`src/design/cwsp_pkg.sv`:
```
// Shared constants, codes and controller/datapath interface types for the shortest path core.
package cwsp_pkg;

  localparam int MAX_ROOMS_DEF = 64;
  localparam int CAP_BITS_DEF  = 16;

  localparam int ROOM_W     = 6;
  localparam int CAP_IN_W   = 16;
  localparam int ANT_W      = 16;
  localparam int RCNT_W     = 7;
  localparam int WT_W       = 17;
  localparam int DIST_W     = 23;
  localparam int CMD_W      = 2;
  localparam int CFG_IDX_W  = 1;
  localparam int CFG_DATA_W = 16;
  localparam int IN_DATA_W  = 32;
  localparam int OUT_DATA_W = 48;

  localparam logic [CMD_W-1:0] CMD_TUNNEL  = 2'd0;
  localparam logic [CMD_W-1:0] CMD_SET_CAP = 2'd1;
  localparam logic [CMD_W-1:0] CMD_RUN     = 2'd2;

  localparam logic [CFG_IDX_W-1:0] CFG_ROOM_COUNT = 1'b0;
  localparam logic [CFG_IDX_W-1:0] CFG_ANT_COUNT  = 1'b1;

  // Commands from the controller, one per phase of the work.
  typedef struct packed {
    logic accept;
    logic tun_ra;
    logic tun_wa;
    logic tun_rb;
    logic tun_wb;
    logic wt_rd;
    logic wt_ld;
    logic wt_wr;
    logic scan_init;
    logic scan;
    logic take;
    logic rel_rd;
    logic rel;
    logic walk_rd;
    logic walk_wr;
    logic emit_rd;
    logic emit_ld;
    logic nf;
  } cwsp_cmd_t;

  // Status from the datapath back to the controller.
  typedef struct packed {
    logic tun_ok;
    logic is_run;
    logic div_done;
    logic wt_last;
    logic pipe_done;
    logic cur_v;
    logic cur_is_end;
    logic walk_at_start;
    logic emit_last;
    logic out_free;
  } cwsp_sts_t;

endpackage

```
`src/design/cwsp_ctrl.sv`:
```
// Controller state machine sequencing loads, weight setup, search, path walk and output.
module cwsp_ctrl (
  input  logic                clk,
  input  logic                rst_n,
  input  logic                in_tvalid,
  output logic                in_tready,
  input  cwsp_pkg::cwsp_sts_t sts,
  output cwsp_pkg::cwsp_cmd_t cmd
);
  import cwsp_pkg::*;

  typedef enum logic [16:0] {
    S_IDLE    = 17'h00001,
    S_TUN_RA  = 17'h00002,
    S_TUN_WA  = 17'h00004,
    S_TUN_RB  = 17'h00008,
    S_TUN_WB  = 17'h00010,
    S_WT_RD   = 17'h00020,
    S_WT_LD   = 17'h00040,
    S_WT_DIV  = 17'h00080,
    S_WT_WR   = 17'h00100,
    S_SCAN    = 17'h00200,
    S_REL_RD  = 17'h00400,
    S_REL     = 17'h00800,
    S_WALK_RD = 17'h01000,
    S_WALK_WR = 17'h02000,
    S_EMIT_RD = 17'h04000,
    S_EMIT_LD = 17'h08000,
    S_NF      = 17'h10000
  } state_t;

  state_t state_r, state_nxt;

  always_ff @(posedge clk) begin
    if (!rst_n) state_r <= S_IDLE;
    else        state_r <= state_nxt;
  end

  assign in_tready = (state_r == S_IDLE);

  always_comb begin
    cmd       = '0;
    state_nxt = state_r;
    unique case (state_r)
      S_IDLE: begin
        cmd.accept = in_tvalid;
        if (in_tvalid) begin
          if (sts.tun_ok) state_nxt = S_TUN_RA;
          else if (sts.is_run) state_nxt = S_WT_RD;
        end
      end
      S_TUN_RA: begin
        cmd.tun_ra = 1'b1;
        state_nxt  = S_TUN_WA;
      end
      S_TUN_WA: begin
        cmd.tun_wa = 1'b1;
        state_nxt  = S_TUN_RB;
      end
      S_TUN_RB: begin
        cmd.tun_rb = 1'b1;
        state_nxt  = S_TUN_WB;
      end
      S_TUN_WB: begin
        cmd.tun_wb = 1'b1;
        state_nxt  = S_IDLE;
      end
      S_WT_RD: begin
        cmd.wt_rd = 1'b1;
        state_nxt = S_WT_LD;
      end
      S_WT_LD: begin
        cmd.wt_ld = 1'b1;
        state_nxt = S_WT_DIV;
      end
      S_WT_DIV: begin
        if (sts.div_done) state_nxt = S_WT_WR;
      end
      S_WT_WR: begin
        cmd.wt_wr = 1'b1;
        if (sts.wt_last) begin
          cmd.scan_init = 1'b1;
          state_nxt     = S_SCAN;
        end else begin
          state_nxt = S_WT_RD;
        end
      end
      S_SCAN: begin
        cmd.scan = 1'b1;
        if (sts.pipe_done) begin
          if (!sts.cur_v) begin
            state_nxt = S_NF;
          end else begin
            cmd.take  = 1'b1;
            state_nxt = sts.cur_is_end ? S_WALK_RD : S_REL_RD;
          end
        end
      end
      S_REL_RD: begin
        cmd.rel_rd = 1'b1;
        state_nxt  = S_REL;
      end
      S_REL: begin
        cmd.rel = 1'b1;
        if (sts.pipe_done) begin
          cmd.scan_init = 1'b1;
          state_nxt     = S_SCAN;
        end
      end
      S_WALK_RD: begin
        cmd.walk_rd = 1'b1;
        state_nxt   = S_WALK_WR;
      end
      S_WALK_WR: begin
        cmd.walk_wr = 1'b1;
        state_nxt   = sts.walk_at_start ? S_EMIT_RD : S_WALK_RD;
      end
      S_EMIT_RD: begin
        cmd.emit_rd = 1'b1;
        state_nxt   = S_EMIT_LD;
      end
      S_EMIT_LD: begin
        cmd.emit_ld = 1'b1;
        if (sts.out_free) state_nxt = sts.emit_last ? S_IDLE : S_EMIT_RD;
      end
      S_NF: begin
        cmd.nf = 1'b1;
        if (sts.out_free) state_nxt = S_IDLE;
      end
      default: state_nxt = S_IDLE;
    endcase
  end

endmodule
```
`config.mk`:
```
export PLATFORM = sky130hd
export DESIGN_NAME = cwsp_ctrl
export DESIGN_NICKNAME = d
export VERILOG_FILES = /design/src/design/cwsp_pkg.sv /design/src/design/cwsp_ctrl.sv
export SDC_FILE = /design/constraint.sdc
export NUM_CORES = 1
export LEC_CHECK = 0
export BUFFER_PORTS_ARGS = -buffer_cell sky130_fd_sc_hd__clkbuf_2
export CAP_MARGIN = 10
export CORE_ASPECT_RATIO = 1.2
export CORE_MARGIN = 2
export CORE_UTILIZATION = 30
export CTS_CLUSTER_SIZE = 40
export DETAILED_ROUTE_END_ITERATION = 8
export PLACE_DENSITY_LB_ADDON = 0.15
export SETUP_SLACK_MARGIN = 0.3
export SLEW_MARGIN = 10
export SYNTH_ARGS = -nofsm -noshare
export SYNTH_HDL_FRONTEND = slang
export SYNTH_SLANG_ARGS = --single-unit
```
`constraint.sdc`:
```
create_clock -name clk -period 3.6 [get_ports clk]
set_input_delay 0.18 -clock clk [delete_from_list [all_inputs] [get_ports clk]]
set_output_delay 0.18 -clock clk [all_outputs]
set_load 0.02 [all_outputs]
```
==> results_dict.tcl <==
set metrics [dict create \
    drc 0 \
    fraction_of_final_layout_cells_sized_beyond_drive_strength_1 0.287 \
    cp_top_family "simple AND/OR/NAND/NOR gates" \
    die_area_sq_um 4150 \
    slew_margin_rel 0.612 \
    routed_wire_length_per_instance_um 15.3 \
    detail_route.iter0.violations 47 \
    cts_hold_buf 0 \
    synth-edff-count 0 \
    syn-cell-area_sq_um 1090 \
    crit_fanout 8 \
    design_area_sq_um 1330 \
    power.ir.vdd_worst_v 0.000155 \
    globalRouteOverflowTotal 0 \
    cp_slowest_cell "sky130_fd_sc_hd__or4_4" \
    pwr_density_cell_nw_per_um2 462 \
    grt_util_all_layers 0.159 \
    vias 1141 \
    finalHoldViolCount 0 \
    critical_path.endpoint_type "primary output" \
    globalplace.congestion 0.840 \
    post_cts.resized_instances 0 \
    ys_top_cells_by_count "sky130_fd_sc_hd__nor2_1, sky130_fd_sc_hd__dfxtp_1, sky130_fd_sc_hd__nor3_1" \
    required_ns 3.42 \
    largest_register_ffs 17 \
    synth_register_bits 17 \
    largest_net_degree_at_the_start_of_global_routing 13 \
    total_power_uw 615 \
    fmax_ghz 0.393 \
    design.core.area_sq_um 3570 \
    path_class "register to primary output" \
    gr-usage-met1 0.224 \
    startpoint_type "register" \
    rsz0062_at_grt "no" \
    initial_core_util 0.306 \
    tritoncts_num_sinks 17 \
    postRouteAntennaNets 0 \
    yosys_warnings 0 \
    wirelength_mm 3.15 \
    num_io_pins 32 \
    number_of_antenna_violations_at_the_first_check_in_global_routing 0 \
    drt_pre_antenna_iters 4 \
    clock_tree.root_cell "sky130_fd_sc_hd__clkbuf_8" \
    timing.critical_path.slowest_cell_delay_ns 0.51 \
    most_used_flip_flop_cell_after_synthesis "sky130_fd_sc_hd__dfxtp_1" \
    seqCellArea_sq_um 340 \
    multi_input_area_sq_um 737 \
    chipHeight_um 70.1 \
    top_count_cell_post_synth "sky130_fd_sc_hd__nor2_1" \
    finalCritPeriodShare 0.707 \
    hpwl_mm 2.50 \
    synthDominantCellAreaShare 0.311 \
    drv_slew 0 \
    cp_num_buf_inv 1 \
    yosys-top-cells-area "sky130_fd_sc_hd__dfxtp_1, sky130_fd_sc_hd__nor2_1, sky130_fd_sc_hd__nor3_1, sky130_fd_sc_hd__and3_1, sky130_fd_sc_hd__nand4_1" \
    max_slew.worst_pin.slew_ns 0.578 \
    filler_instances 394 \
    synth.avg_cell_area_sq_um 8.10 \
    asyncSetResetFlopFracSynth 0 \
    reg2reg_setup_slack_ns 1.20 \
    synth.largest_area_cell "sky130_fd_sc_hd__dfxtp_1" \
    result_of_the_run "complete, no violations" \
    clk-insertion-delay-late_ns 0.26 \
    drt-vias-per-instance 5.54 \
    fin_crit_ns 2.54 \
    tritoncts.num_buffers 3 \
    cts_tree "yes" \
    number_of_global_route_vias_before_repair 1011 \
    nNetsFinal 181 \
    die_width_um 59.1 \
    finClkSkew_ns 0.00371 \
    row_count 24 \
    antenna_cells 0 \
    post_synth_inst_count 135 \
    unique_masters_post_synth 40 \
    post_dp_cell_area_sq_um 1280 \
    cts_setup_buffers 0 \
    cap_violations 0 \
    globalRoute.busiestLayer "met2" \
    cts.htree.levels 1 \
    hold_path_class "input pin to register" \
    syn2layout_area_growth_pct 21.7 \
    top_regs "state_r: 17 flops" \
    timing.final.setup_violations 0 \
    cts-root-to-sink-buffers 2 \
    data_arrival_critical_path_ns 2.36 \
    grt_util_met3 0.0185 \
    final.setup.tns_ns 0 \
    crit_chain "nor2_1 > nand4_1 > or4_4 > nor2b_4 > a22o_4 > clkbuf_2" \
    regMostFlops "state_r" \
    power_leakage_nw 0.529 \
    grt_use_met2 0.243 \
    numPortBuffers 31 \
    synth.net_count 148 \
    synth_sequential_area_ratio 0.311 \
    clock_pin_slew_on_the_worst_setup_and_hold_paths_ns 0.07 \
    grt_first_pass_wirelength_mm 4.99 \
]
[layout by cell type, fill, tap and decap left out, types with 3 or more instances in the layout]
master | netlist | layout
sky130_fd_sc_hd__a21oi_1 | 5 | 5
sky130_fd_sc_hd__and3_1 | 7 | 7
sky130_fd_sc_hd__clkbuf_2 | 0 | 31
sky130_fd_sc_hd__clkbuf_8 | 0 | 3
sky130_fd_sc_hd__dfxtp_1 | 17 | 17
sky130_fd_sc_hd__nand2_1 | 8 | 8
sky130_fd_sc_hd__nand3_1 | 3 | 3
sky130_fd_sc_hd__nand4_1 | 7 | 7
sky130_fd_sc_hd__nor2_1 | 23 | 23
sky130_fd_sc_hd__nor2b_1 | 7 | 7
sky130_fd_sc_hd__nor3_1 | 9 | 9
sky130_fd_sc_hd__nor3_2 | 3 | 3
sky130_fd_sc_hd__nor4_1 | 3 | 3
sky130_fd_sc_hd__o21a_1 | 3 | 3
sky130_fd_sc_hd__o21ai_0 | 6 | 6
sky130_fd_sc_hd__xnor2_1 | 3 | 3
[metrics by stage]
step                      hold WS, ns   util  setup WS [ns]  instances
after floorplan                 0.258      -           1.53        135
after global placement          0.369  0.360           1.32        202
after detailed placement        0.370  0.360           1.25        202
after CTS                      0.0967  0.373           1.10        206
after global routing           0.0954  0.373          0.901        206
final                          0.0987  0.373           1.06        206
[layer usage]
layer,vias to the layer above,share of wire
met5,-,0
met4,0,0.016
met3,5,0.046
met2,39,0.48
met1,529,0.46
li1,568,-
[final timing paths]
kind / start / to / cells past startpoint
min: sts[3] / state_r[10] / 2
min reg2reg: state_r[7] / state_r[8] / 2
max reg2reg: state_r[1] / state_r[0] / 6
max: state_r[8] / cmd[9] / 6
[power breakdown]
group | total (mW) | switching (mW) | internal [mW]
Combinational | 0.248 | 0.160 | 0.0879
Sequential | 0.220 | 0.0211 | 0.199
Clock | 0.146 | 0.0693 | 0.0769
Total | 0.615 | 0.251 | 0.364
[cell type report]
cell class / count / share of cell area
inverters: 1 / 0.00282
flip-flops and latches: 17 / 0.256
clock inverters: 1 / 0.00376
repair buffers: 31 / 0.117
well taps: 39 / 0.0367
multi-input cells: 114 / 0.554
clock buffers: 3 / 0.0310
[logic make-up (layout without fill, tap and decap cells)]
family          Yosys count  after routing  synth area share
simple gates             89             89             0.507
compound gates           20             20             0.126
mux                       1              1           0.00915
flops                    17             17             0.311
xor+xnor                  4              4            0.0320
buf+inv                   4             36            0.0149
[worst reg2reg max path: stages, from the launching register on]
cell and delay (ns):
sky130_fd_sc_hd__dfxtp_1 0.39, sky130_fd_sc_hd__nor4_2 0.42, sky130_fd_sc_hd__nand3_1 0.42, sky130_fd_sc_hd__a211oi_1 0.60
sky130_fd_sc_hd__nor4_4 0.16, sky130_fd_sc_hd__nor3b_1 0.21, sky130_fd_sc_hd__a41oi_1 0.06
Note: power is estimated with default switching activity, not from simulation.
